## config.mk

```make
export PLATFORM = sky130hd
export DESIGN_NAME = pitu_ctrl
export DESIGN_NICKNAME = d
export VERILOG_FILES = /design/src/pitu_pkg.sv /design/src/pitu_ctrl.sv
export VERILOG_INCLUDE_DIRS = /design/src /design/src/src
export SDC_FILE = /design/constraint.sdc
export NUM_CORES = 1
export LEC_CHECK = 0
export BUFFER_PORTS_ARGS = -buffer_cell sky130_fd_sc_hd__buf_2
export CAP_MARGIN = 20
export CORE_ASPECT_RATIO = 1.25
export CORE_UTILIZATION = 29
export CTS_CLUSTER_DIAMETER = 80
export DETAILED_ROUTE_END_ITERATION = 12
export PLACE_DENSITY = 0.49
export SLEW_MARGIN = 5
export SYNTH_ARGS = -nofsm -noshare
export SYNTH_HDL_FRONTEND = slang
export SYNTH_SLANG_ARGS = --single-unit
```

## constraint.sdc

```tcl
create_clock -name clk_i -period 4.1 [get_ports clk_i]
set_input_delay 0.205 -clock clk_i [delete_from_list [all_inputs] [get_ports clk_i]]
set_output_delay 0.205 -clock clk_i [all_outputs]
set_load 0.03 [all_outputs]
```

## src/point_in_triangle_union_defines.svh

```systemverilog
// Assertion macros used by the point_in_triangle_union controller.
`ifndef POINT_IN_TRIANGLE_UNION_DEFINES_SVH
`define POINT_IN_TRIANGLE_UNION_DEFINES_SVH
`ifndef SYNTHESIS
// Property must hold on every rising clock edge outside reset.
`define PITU_ASSERT(lbl, prop) \
  lbl: assert property (@(posedge clk_i) disable iff (!rst_ni) prop) \
    else $error("pitu: property failed");
// Condition must never be seen outside reset.
`define PITU_ASSERT_NEVER(lbl, prop) \
  lbl: assert property (@(posedge clk_i) disable iff (!rst_ni) !(prop)) \
    else $error("pitu: forbidden condition seen");
`else
`define PITU_ASSERT(lbl, prop)
`define PITU_ASSERT_NEVER(lbl, prop)
`endif
`endif

```

## src/pitu_pkg.sv

```systemverilog
// Types and constants of the point-in-triangle-union block.
`default_nettype none
package pitu_pkg;

  localparam int unsigned COORD_BITS        = 16;
  localparam int unsigned MAX_TRIANGLES_DEF = 16;
  localparam int unsigned SLOT_W            = 4;
  localparam int unsigned COUNT_W           = 5;
  localparam int unsigned TOL_W             = 20;
  localparam int unsigned CFG_DATA_W        = 20;
  localparam int unsigned VTX_W             = 2 * COORD_BITS;

  typedef enum logic {
    CFG_TRI_COUNT = 1'b0,
    CFG_TOLERANCE = 1'b1
  } cfg_reg_e;

  typedef enum logic {
    REQ_LOAD  = 1'b0,
    REQ_QUERY = 1'b1
  } req_type_e;

  typedef logic signed [COORD_BITS-1:0] coord_t;

  typedef struct packed {
    logic              req_type;
    logic [SLOT_W-1:0] slot;
    coord_t            ax;
    coord_t            ay;
    coord_t            bx;
    coord_t            by_coord;
    coord_t            cx;
    coord_t            cy;
    coord_t            point_x;
    coord_t            point_y;
  } pitu_req_t;

  typedef struct packed {
    logic is_reply;
    logic inside_res;
  } pitu_rsp_t;

  // controller -> datapath
  typedef struct packed {
    logic write;   // store the request's triangle
    logic start;   // latch query point, clear hit flag
    logic issue;   // read one slot into the pipeline
  } pitu_cmd_t;

  // datapath -> controller
  typedef struct packed {
    logic busy;
    logic hit;
  } pitu_sts_t;

endpackage
`default_nettype wire

```

## src/pitu_ctrl.sv

```systemverilog
// Controller: sequences loads and queries, holds the result register.
`default_nettype none
`include "point_in_triangle_union_defines.svh"
module pitu_ctrl #(
  parameter int unsigned MAX_TRIANGLES = pitu_pkg::MAX_TRIANGLES_DEF,
  localparam int unsigned IDX_W = (MAX_TRIANGLES > 1) ? $clog2(MAX_TRIANGLES) : 1
) (
  input  wire logic                        clk_i,
  input  wire logic                        rst_ni,
  input  wire logic                        in_valid_i,
  output logic                             in_ready_o,
  input  wire logic                        in_req_type_i,
  output logic                             out_valid_o,
  input  wire logic                        out_ready_i,
  output pitu_pkg::pitu_rsp_t              out_rsp_o,
  input  wire logic [pitu_pkg::COUNT_W-1:0] tri_count_i,
  output pitu_pkg::pitu_cmd_t              cmd_o,
  output logic [IDX_W-1:0]                 rd_idx_o,
  input  wire pitu_pkg::pitu_sts_t         sts_i
);
  import pitu_pkg::*;

  localparam int unsigned CNT_W = $clog2(MAX_TRIANGLES + 1);
  localparam int unsigned CMP_W = (CNT_W > COUNT_W) ? CNT_W : COUNT_W;

  typedef enum logic [3:0] {
    ST_IDLE  = 4'b0001,
    ST_ISSUE = 4'b0010,
    ST_DRAIN = 4'b0100,
    ST_DONE  = 4'b1000
  } state_e;

  state_e             state_q, state_d;
  logic [CNT_W-1:0]   cnt_q, cnt_d;
  logic [CNT_W-1:0]   n_q, n_d;
  logic [CNT_W-1:0]   n_clamp;
  logic [CMP_W-1:0]   count_ext;
  pitu_rsp_t          res_q, res_d;
  pitu_rsp_t          rsp_q, rsp_d;
  logic               out_valid_q, out_valid_d;
  logic               in_xfer;

  assign count_ext = CMP_W'(tri_count_i);
  assign n_clamp   = (count_ext > CMP_W'(MAX_TRIANGLES)) ? CNT_W'(MAX_TRIANGLES)
                                                        : CNT_W'(count_ext);

  assign in_ready_o  = (state_q == ST_IDLE);
  assign in_xfer     = in_valid_i && in_ready_o;
  assign out_valid_o = out_valid_q;
  assign out_rsp_o   = rsp_q;
  assign rd_idx_o    = cnt_q[IDX_W-1:0];

  always_comb begin
    state_d     = state_q;
    cnt_d       = cnt_q;
    n_d         = n_q;
    res_d       = res_q;
    rsp_d       = rsp_q;
    out_valid_d = out_valid_q;
    cmd_o       = '0;

    if (out_valid_q && out_ready_i) begin
      out_valid_d = 1'b0;
    end

    unique case (state_q)
      ST_IDLE: begin
        if (in_xfer) begin
          res_d.inside_res = 1'b0;
          if (in_req_type_i == REQ_QUERY) begin
            res_d.is_reply = 1'b1;
            if (n_clamp == '0) begin
              state_d = ST_DONE;
            end else begin
              cmd_o.start = 1'b1;
              cnt_d       = '0;
              n_d         = n_clamp;
              state_d     = ST_ISSUE;
            end
          end else begin
            res_d.is_reply = 1'b0;
            cmd_o.write    = 1'b1;
            state_d        = ST_DONE;
          end
        end
      end
      ST_ISSUE: begin
        cmd_o.issue = 1'b1;
        cnt_d       = CNT_W'(cnt_q + 1'b1);
        if (cnt_d == n_q) begin
          state_d = ST_DRAIN;
        end
      end
      ST_DRAIN: begin
        if (!sts_i.busy) begin
          res_d.inside_res = sts_i.hit;
          state_d          = ST_DONE;
        end
      end
      ST_DONE: begin
        // output register free or emptying this cycle
        if (!out_valid_q || out_ready_i) begin
          out_valid_d = 1'b1;
          rsp_d       = res_q;
          state_d     = ST_IDLE;
        end
      end
      default: begin
        state_d = ST_IDLE;
      end
    endcase
  end

  always_ff @(posedge clk_i or negedge rst_ni) begin
    if (!rst_ni) begin
      state_q     <= ST_IDLE;
      cnt_q       <= '0;
      n_q         <= '0;
      out_valid_q <= 1'b0;
    end else begin
      state_q     <= state_d;
      cnt_q       <= cnt_d;
      n_q         <= n_d;
      out_valid_q <= out_valid_d;
    end
  end

  always_ff @(posedge clk_i) begin
    res_q <= res_d;
    rsp_q <= rsp_d;
  end

  `PITU_ASSERT(a_issue_in_range, cmd_o.issue |-> (cnt_q < n_q))
  `PITU_ASSERT(a_idle_pipe_empty, (state_q == ST_IDLE) |-> !sts_i.busy)
  `PITU_ASSERT(a_load_to_done, (in_xfer && (in_req_type_i == REQ_LOAD)) |=> (state_q == ST_DONE))
  `PITU_ASSERT(a_valid_from_done, $rose(out_valid_o) |-> $past(state_q == ST_DONE))
  `PITU_ASSERT_NEVER(a_no_write_while_busy, cmd_o.write && sts_i.busy)

endmodule
`default_nettype wire

```

* Yosys cells after proc, flatten, opt, wreduce, memory -nomap -nowiden
Index checks and enable logic that the tools add are counted.
** Cells by class
- $add $sub $neg :: 1
- Multipliers :: 0
- Div/mod/pow operators :: 0
- Order comparisons :: 1
- Equal/unequal tests :: 11
- Shift-type cells :: 0
- Multiplexer cells :: 25
- Bitwise operators :: 1
- Reductions and logical operators :: 13
** Operators by type and width (count)
- $mux W4 :: 6
- $mux W5 :: 4
- $pmux W4 S4 :: 1
- $reduce_and A4 Y1 :: 3
- $mux W1 :: 10
- $pmux W5 S2 :: 1
- $ne A2 B2 Y1 const B :: 4
- $add A5 B1 Y5 const B :: 1
- $eq A5 B5 Y1 :: 1
- $gt A5 B5 Y1 const B :: 1
- $logic_not A5 Y1 :: 1
- $eq A4 B1 Y1 const B :: 1
- $eq A4 B2 Y1 const B :: 1
- $eq A4 B3 Y1 const B :: 1
- $eq A4 B4 Y1 const B :: 1
- $mux W2 :: 2
- $ne A2 B1 Y1 const B :: 2
- $reduce_and A2 Y1 :: 2
- $reduce_bool A2 Y1 :: 2
- $reduce_and A3 Y1 :: 1
- $logic_and A1 B1 Y1 :: 2
- $pmux W1 S2 :: 1
- $logic_not A1 Y1 :: 1
- $logic_or A1 B1 Y1 :: 1
- $not A1 Y1 :: 1
** Storage, ports and cells
- Bits in registers :: 19
- Latch bits :: 0
- Memory bits (writable) :: 0
- Bits in read-only memories :: 0
- Input bits :: 12
- Output and inout port bits :: 11
- Word-level logic and storage cells :: 60
- Memories :: 0

* Longest topological paths before layout
Gate-level depths: netlist (run 1).
- Depth after elaboration :: 7
- Depth in mapped cells :: 6
- Mapped depth without buffers :: 5

* Worst setup path after synthesis (run 1)
Ideal clock, no wire load.
- Path type :: register -> output
- Start :: reg state_q[0]
- End :: out cmd_o[2] (netlist bit)
- Data arrival time :: 1.759 ns
- Required time :: 3.895 ns
- Slack :: 2.136 ns
- Stages on the path, launching flop included :: 4
- Buffers on the path :: 0
- Cell sequence :: dfstp_2 -> nor4b_4 -> and2_1 -> nor2b_1
** RTL lines
- start: declaration :: RTL line pitu_ctrl.sv:33 : state_e state_q, state_d;
- start signal: assignment :: RTL line pitu_ctrl.sv:121 : state_q <= state_d;
- end: declaration :: RTL line pitu_ctrl.sv:17 : output pitu_pkg::pitu_cmd_t cmd_o,

==> impl_metrics.json, run 1 <==
{
  "status": "finished clean",
  "antenna_found_initial": 0,
  "port_buffers": 22,
  "cts.sinks": 19,
  "cts_tree": "done",
  "cpPeakStageDelay_ps": 710,
  "clock_latency_ps": 260,
  "syn2layout_area_growth_pct": 16.6,
  "yosys-top-cells-area": "dfrtp_1 35%, edfxtp_1 12%, xnor2_1 3.5%, nand2b_1 3.1%, buf_4 3.0%",
  "finalMaxSlewViolations": 0,
  "maxCapViolCount": 0,
  "synth.mux.area_fraction_pct": 1.13,
  "synth_seq_cells": 19,
  "viasPerCell": 5.00,
  "finish.instance_area_mm2": 0.00117,
  "synth_top_family_by_area": "simple AND/OR/NAND/NOR gates",
  "rows": 23,
  "worstHoldPathType": "in2reg",
  "max_freq_ghz": 0.488,
  "p_per_area_mw_per_mm2": 635,
  "synth_compound_area_share_pct": 14.0,
  "die_area_mm2": 0.00369,
  "drc": 0,
  "relSlewSlack_pct": 65.0,
  "whs_ps": 168,
  "synth_fp_nets": 103,
  "synthAdderAreaFrac_pct": 1.25,
  "critPathMaxFanout": 8,
  "crit_type": "reg2out",
  "cts_root_buf": "clkbuf_8",
  "die_w_um": 54.5,
  "wl_um": 1940,
  "synth-simple-area-share_pct": 20.0,
  "grt_max_degree": 16,
  "yosys.area.top_type": "dfrtp_1",
  "gp_congestion": 0.708,
  "setup_violations": 0,
  "initial_core_util_pct": 30.8,
  "diodes": 0,
  "pin_count": 23,
  "worstPathRequired_ps": 3890,
  "synth_seq_area_share_pct": 49.6,
  "ctsLongestPathBuffers": 2,
  "cts_max_level": 1,
  "cp.arrival_ps": 1840,
  "fin_crit_ps": 2050,
  "syn_avg_cell_area_um2": 11.1,
  "critPathSlowestCell": "or4b_1",
  "swShare_pct": 39.5,
  "drive_above_1_share_pct": 28.2,
  "post-route-util_pct": 35.9,
  "overflow": 0,
  "rsz0062_at_grt": "false",
  "dr.pass1.iters": 4,
  "drt_iter0_markers": 13,
  "netlist.area_leader.share_pct": 35.0,
  "cts.clk_slew.worst_paths_ps": 70,
  "synthCells": 90,
  "nNetsFinal": 124,
  "crit_chain": "or4b_1 -> inv_1 -> buf_2",
  "grt_pass1_wl_um": 3280,
  "power.total_w": 0.000741,
  "synth_xor_area_share_pct": 8.38,
  "finalHoldViolCount": 0,
  "switching_power_w": 0.000293,
  "yosys_warnings": 0,
  "netlist_area_mm2": 0.00100,
  "vias": 735,
  "post-route-period-util_pct": 49.9,
  "vdd_ir_drop_max_v": 0.000270,
  "comb_power_share_pct": 39.4,
  "worst_clock_skew_ps": 1.67,
  "wl_per_cell_um": 13.2,
  "numCtsBuffers": 3,
  "p_int_w": 0.000448,
  "synth.distinct_cells": 40,
  "fp.dieH_um": 67.7,
  "core_mm2": 0.00325,
  "end_kind": "output pin",
  "placed_area_mm2": 0.00111,
  "leakagePower_nw": 0.549,
  "seq_power_share_pct": 42.8,
  "track_usage_pct": 12.8,
  "grt_pass1_vias": 723,
  "n_fill_cell": 340,
  "tns_ps": 0,
  "tightest_slew_ps": 525,
  "hpwl_um": 1490,
  "ant_nets": 0,
  "cp-start-kind": "register",
  "clkPwrFrac_pct": 17.8,
  "ctsResizeCount": 0
}
metrics by stage:
stage | cells | worst slack (ps)
2_1_floorplan | 90 | 2140
3_3_place_gp | 142 | 2240
3_5_place_dp | 142 | 2190
4_1_cts | 147 | 2040
5_1_grt | 147 | 1940
6_report | 147 | 2050
cells in the mapped netlist:
master / count
dfrtp_1: 14
nand2_1: 7
nand2b_1: 5
buf_4: 4
edfxtp_1: 4
xnor2_1: 4
buf_2: 3
inv_1: 3
nand3_1: 3
nor2_1: 3
o21ai_0: 3
o21ai_1: 3
xor2_1: 3
a22o_1: 2
and2_1: 2
nor3_1: 2
nor3b_1: 2
a2111oi_0: 1
a211o_1: 1
a21oi_1: 1
a22oi_1: 1
a31oi_1: 1
a32o_1: 1
and2_4: 1
and3_2: 1
dfstp_2: 1
ha_1: 1
mux2_2: 1
nor2b_1: 1
nor4_1: 1
nor4b_1: 1
nor4b_4: 1
o2111ai_2: 1
o21a_1: 1
o22ai_1: 1
o2bb2ai_1: 1
o32ai_1: 1
or4_1: 1
or4b_1: 1
xnor3_1: 1
cell families after synthesis:
kind of cell / after synthesis
buffers and inverters: 10
multiplexers: 1
XOR/XNOR: 8
AND/OR/NAND/NOR: 32
AO/OA/AOI/OAI: 19
flip-flops: 19
adder cells (fa/ha/maj): 1
sequential cells by signal (all words and copies together), names as in the netlist:
| signal | flops |
|---|---|
| n_q | 5 |
| res_q | 2 |
| out_rsp_o | 2 |
| cnt_q | 5 |
| out_valid_o | 1 |
| state_q | 4 |
power groups by stage:
stage	combinational [W]	sequential (W)	clock, W
2_1_floorplan	0.000248	0.000307	0
3_3_place_gp	0.000292	0.000321	0
3_5_place_dp	0.000293	0.000322	0
4_1_cts	0.000296	0.000318	0.000136
5_1_grt	0.000319	0.000328	0.000144
6_report	0.000292	0.000317	0.000132
cell usage in the layout, fill, tap and decap left out, drive strengths merged, types with 2 or more instances in the layout:
master  instances
buf            22
nand2b          5
nand3           3
edfxtp          4
nand2           7
o21ai           6
xor2            3
and2            3
nor4b           2
nor3            2
nor2            3
a22o            2
clkbuf          4
xnor2           4
dfrtp          14
nor3b           2
inv             3
repair_timing:
| item | 4_1_cts | 5_1_grt |
|---|---|---|
| endpoints found under the setup margin | 0 | 0 |
| hold endpoints to repair | 14 | 0 |
| buffers inserted | 0 | 0 |
| hold buffers | 1 | 0 |
final cells by class:
class / count / area, µm² / area share [%]
Clock buffer: 4 / 45.0 / 3.86
Timing Repair Buffer: 23 / 120 / 10.3
Inverter: 3 / 11.3 / 0.965
Sequential cell: 19 / 497 / 42.6
Tap cell: 37 / 46.3 / 3.97
Multi-Input combinational cell: 61 / 448 / 38.4
worst max-delay path, delay by kind of cell (launching register included):
family	cells	cell delay [ps]
AND/OR/NAND/NOR	1	710
flip-flops	1	470
buffers and inverters	2	400
metal layers:
layer	vias up	wire [µm]	GRT usage, %
li1	365	-	-
met1	350	831	15.3
met2	15	973	19.2
met3	5	80	2.93
met4	0	57	9.94
met5	-	0	0
final timing paths:
check                                  startpoint                      to  slack (ps)  cells after the start
min reg2reg                res_q[0]$_SDFFCE_PN0P_  out_rsp_o[0]$_DFFE_PP_         430                      0
max in group asynchronous                  rst_ni  state_q[0]$_DFFE_PN1P_        3410                      2
max                        state_q[3]$_DFFE_PN0P_                cmd_o[0]        2050                      3
min                                    in_valid_i  state_q[0]$_DFFE_PN1P_         170                      2
max reg2reg                state_q[0]$_DFFE_PN1P_    cnt_q[2]$_DFFE_PN0P_        2190                      4
min in group asynchronous                  rst_ni    cnt_q[0]$_DFFE_PN0P_         380                      2
(Power assumes the default switching activity.)
==> run 2, diff against run 1 <==
Clock period 4.1 ns to 2.1 ns, I/O delays scaled along.
==> run 2 against run 1 <==
Hold slack worse by 97 ps. Die area is the same. Critical path type unchanged. Clock skew is 4.2 ps higher. Highest routed layer unchanged. Clock power is 92% higher. Critical endpoint is now cmd_o[1]. Final cell count grew 0.68%. First-iteration DRC count decreased by 38%.
==> impl_metrics.json, run 2 (synthesized netlist as in run 1, its figures left out) <==
{
  "cts.clk_slew.worst_paths_ps": 80,
  "worst_clock_skew_ps": 5.88,
  "antenna_found_initial": 0,
  "placed_area_mm2": 0.00112,
  "layout_commonest_cell": "buf_2",
  "n_fill_cell": 334,
  "die_w_um": 54.5,
  "track_usage_pct": 12.4,
  "worstPathRequired_ps": 2000,
  "worstHoldPathType": "in2reg",
  "relSlewSlack_pct": 74.9,
  "viasPerCell": 4.86,
  "power.total_w": 0.00145,
  "end_kind": "output pin",
  "cp-start-kind": "register",
  "grt_pass1_vias": 690,
  "seq_power_share_pct": 43.0,
  "nNetsFinal": 125,
  "ant_nets": 0,
  "cts_root_buf": "clkbuf_8",
  "initial_core_util_pct": 30.8,
  "cts_tree": "done",
  "multi_input_area_um2": 448,
  "comb_power_share_pct": 39.5,
  "syn2layout_area_growth_pct": 17.5,
  "post-route-util_pct": 36.2,
  "layout_common_cells": "22 x buf_2, 14 x dfrtp_1, 7 x nand2_1",
  "clkPwrFrac_pct": 17.5,
  "wl_per_cell_um": 13.0,
  "vdd_ir_drop_max_v": 0.000427,
  "grt_pass1_wl_um": 3240,
  "ctsLongestPathBuffers": 2,
  "fin_crit_ps": 1970,
  "post-route-period-util_pct": 93.8,
  "leakagePower_nw": 0.556,
  "gp_congestion": 0.731,
  "p_per_area_mw_per_mm2": 1240,
  "fp.dieH_um": 67.7,
  "drt_iter0_markers": 8,
  "tightest_slew_ps": 367,
  "seqCellArea_um2": 497,
  "drive_above_1_share_pct": 29.7,
  "die_area_mm2": 0.00369,
  "status": "finished clean",
  "overflow": 0,
  "dr.pass1.iters": 2,
  "dpl.cell_count": 143,
  "setup_violations": 0,
  "hpwl_um": 1520,
  "swShare_pct": 39.7,
  "max_freq_ghz": 0.508,
  "finalHoldViolCount": 0,
  "p_int_w": 0.000876,
  "crit_type": "reg2out",
  "diodes": 0,
  "critPathMaxFanout": 9,
  "grt_max_degree": 16,
  "cts_max_level": 1,
  "switching_power_w": 0.000576,
  "rsz0062_at_grt": "false",
  "drc": 0,
  "finish.instance_area_mm2": 0.00118,
  "port_buffers": 22,
  "top_regs": "cnt_q: 5 flops, n_q: 5 flops, state_q: 4 flops",
  "ctsResizeCount": 0,
  "cts.sinks": 19,
  "maxCapViolCount": 0,
  "vias": 719,
  "wl_um": 1920,
  "numCtsBuffers": 3,
  "rows": 23,
  "cp.arrival_ps": 1860,
  "clock_latency_ps": 250,
  "instances_no_fill": 148,
  "finalMaxSlewViolations": 0,
  "tns_ps": 0,
  "pin_count": 23,
  "core_mm2": 0.00325
}
==> run 2: cell count changes in the layout (fill, tap and decap cells not counted), sizes merged <==
cell | previous run | this run
buf | 22 | 23
clkbuf | 4 | 3
clkinv | 0 | 1
==> run 2: worst paths after layout <==
kind	slack, ps	cells after the start	startpoint	to
max	130	5	state_q[0]$_DFFE_PN1P_	cmd_o[1]
min reg2reg	430	0	res_q[0]$_SDFFCE_PN0P_	out_rsp_o[0]$_DFFE_PP_
max in group asynchronous	1510	2	rst_ni	state_q[0]$_DFFE_PN1P_
min in group asynchronous	290	2	rst_ni	state_q[2]$_DFFE_PN0P_
max reg2reg	280	3	state_q[3]$_DFFE_PN0P_	cnt_q[2]$_DFFE_PN0P_
min	70	2	in_valid_i	state_q[0]$_DFFE_PN1P_
==> run 2: layer usage <==
layer | GRT usage [%] | wire [µm] | share of wire [%]
met2 | 20.0 | 939 | 49
met1 | 16.3 | 894 | 47
met3 | 2.03 | 68 | 3.5
met5 | 0 | 0 | 0
met4 | 4.81 | 18 | 0.94
==> run 2: timing repair <==
item                                   in CTS  in global routing
setup buffers                               0                  0
hold buffers                                1                  0
endpoints found under the hold margin      14                  0
==> run 2: worst max-delay path: stages, from the launching register on <==
cell       delay, ps
dfstp_2          590
nor4b_4          310
o2111ai_2        250
buf_4            230
inv_1             50
buf_2            180
==> run 2: power by group through the flow <==
stage | logic, W | registers (W) | clock network [W]
3_5_place_dp | 0.000579 | 0.000634 | 0
6_report | 0.000574 | 0.000624 | 0.000254
5_1_grt | 0.000633 | 0.000643 | 0.000282
4_1_cts | 0.000586 | 0.000625 | 0.000266
2_1_floorplan | 0.000485 | 0.000599 | 0
3_3_place_gp | 0.000579 | 0.000632 | 0
==> run 2: through the flow <==
stage	hold WS, ps	setup slack, ps
after floorplan	-191	191
after global placement	37.7	295
after detailed placement	38.4	289
after CTS	69.8	104
after global routing	74.0	0.283
final	70.5	131
==> run 2: final cells by class <==
type | count | share of cell area, %
timing repair buffer | 24 | 10.9
inverter | 3 | 0.957
multi-input combinational | 61 | 38.1
clock buffer | 3 | 3.51
tap | 37 | 3.94
sequential | 19 | 42.2
clock inverter | 1 | 0.426
==> run 3, diff against run 2 <==
Settings changed: RECOVER_POWER from default to 100.
==> run 3 against run 2 <==
Core utilization shrank 0.46 points. Design area fell by 1.3%. Sequential share of layout area increased by 0.55 points. Routed wire length increased by 0.62%. Register-to-register slack got worse by 100 ps. Sequential cell count is the same. Setup slack worse by 4.8 ps. Fmax shrank 0.24%. Clock skew hardly changed. Total power fell by 1.1%. First-iteration DRC count rose by 25%.
==> impl_metrics.json, run 3 (synthesized netlist as in run 1, its figures left out) <==
{
  "wl_met1_um": 914,
  "port_buffers": 22,
  "place_worst_setup_slack_ps": 289,
  "maxCapViolCount": 0,
  "hpwl_um": 1520,
  "rsz0062_at_grt": "false",
  "cts.clk_slew.worst_paths_ps": 80,
  "antenna_found_initial": 0,
  "dr.pass1.iters": 2,
  "cts_max_level": 1,
  "dr_wl_met2_um": 930,
  "ctsResizeCount": 0,
  "worst_clock_skew_ps": 5.97,
  "fin_crit_ps": 1970,
  "whs_ps": 70.2,
  "p_per_area_mw_per_mm2": 1240,
  "gp_congestion": 0.731,
  "crit_type": "reg2out",
  "status": "finished clean",
  "cts_tree": "done",
  "top_layer": "met4",
  "diodes": 0,
  "reg2reg_slack_ps": 180,
  "end_kind": "output pin",
  "vias": 723,
  "cts.sinks": 19,
  "die_area_mm2": 0.00369,
  "rows": 23,
  "drt_iter0_markers": 10,
  "worstPathRequired_ps": 2000,
  "nNetsFinal": 125,
  "overflow": 0,
  "vdd_ir_drop_max_v": 0.000424,
  "finalHoldViolCount": 0,
  "die_w_um": 54.5,
  "worstHoldPathType": "in2reg",
  "initial_core_util_pct": 30.8,
  "top_regs": "cnt_q: 5 flops, n_q: 5 flops, state_q: 4 flops",
  "pin_count": 23,
  "crit_chain": "nor4b_4 -> o2111ai_2 -> buf_4 -> inv_1 -> buf_2",
  "numCtsBuffers": 3,
  "layout_common_cells": "14 x dfrtp_1, 11 x buf_2, 10 x clkbuf_1",
  "grt_pass1_vias": 690,
  "max_freq_ghz": 0.507,
  "critPathMaxFanout": 9,
  "grt_max_degree": 16,
  "ant_nets": 0,
  "setup_violations": 0,
  "cp-start-kind": "register",
  "layout_commonest_cell": "dfrtp_1",
  "cp.arrival_ps": 1870,
  "fp.dieH_um": 67.7,
  "post-route-period-util_pct": 94.0,
  "grt_pass1_wl_um": 3240,
  "ctsLongestPathBuffers": 2,
  "leakagePower_nw": 0.515,
  "core_mm2": 0.00325,
  "relSlewSlack_pct": 44.4,
  "viasPerCell": 4.89,
  "tightest_slew_ps": 834,
  "wl_met3_um": 71,
  "tns_ps": 0,
  "drc": 0,
  "clock_latency_ps": 250,
  "layout_setup_ws_ps": 126,
  "wl_per_cell_um": 13.1,
  "wl_um": 1930,
  "cpPeakStageDelay_ps": 600,
  "critPathSlowestCell": "dfstp_2",
  "syn2layout_area_growth_pct": 16.0,
  "drive_above_1_share_pct": 19.8,
  "finalMaxSlewViolations": 0,
  "cts_root_buf": "clkbuf_8",
  "track_usage_pct": 12.4
}
run 3: critical path: cells and delay by family (launching register included):
kind                   cells  cell delay (ps)
AND/OR/NAND/NOR            1              310
buffers and inverters      3              460
AO/OA/AOI/OAI              1              250
flip-flops                 1              600
run 3: metal layers:
layer  vias up  track usage (%)
met2        12             20.0
met3         2             2.03
li1        370                -
met5         -                0
met4         0             4.81
met1       339             16.3
run 3: layout make-up:
cell class	instances	area, µm²
well taps	37	46.3
flip-flops and latches	19	497
clock inverters	1	5.00
repair buffers	24	115
inverters	3	11.3
fillers	335	2090
multi-input cells	61	445
clock buffers	3	41.3
run 3: worst paths after layout:
kind / start / endpoint / cells after the start
setup / recovery: state_q[0]$_DFFE_PN1P_ / cmd_o[1] / 5
hold / removal: in_valid_i / state_q[0]$_DFFE_PN1P_ / 2
setup reg to reg: state_q[3]$_DFFE_PN0P_ / cnt_q[2]$_DFFE_PN0P_ / 3
hold reg to reg: res_q[0]$_SDFFCE_PN0P_ / out_rsp_o[0]$_DFFE_PP_ / 0
max in group asynchronous: rst_ni / state_q[1]$_DFFE_PN0P_ / 2
min in group asynchronous: rst_ni / state_q[2]$_DFFE_PN0P_ / 2
run 3: report_power, final:
| part | switching, W | total, W | internal (W) |
|---|---|---|---|
| combinational | 0.000328 | 0.000558 | 0.000229 |
| clock | 0.000123 | 0.000254 | 0.000132 |
| sequential | 0.000128 | 0.000625 | 0.000498 |
run 3: stage by stage:
step / cells / total power, W / util (%) / area (µm²)
floorplan: 90 / 0.00108 / - / 1000
global placement: 143 / 0.00121 / 34.4 / 1120
detailed placement: 143 / 0.00121 / 34.4 / 1120
CTS: 148 / 0.00148 / 36.2 / 1180
global route: 148 / 0.00154 / 35.7 / 1160
finish: 148 / 0.00144 / 35.7 / 1160
run 3: timing repair:
item / CTS / global route
buffers inserted: 0 / 0
hold endpoints to repair: 14 / 0
hold buffers: 1 / 0
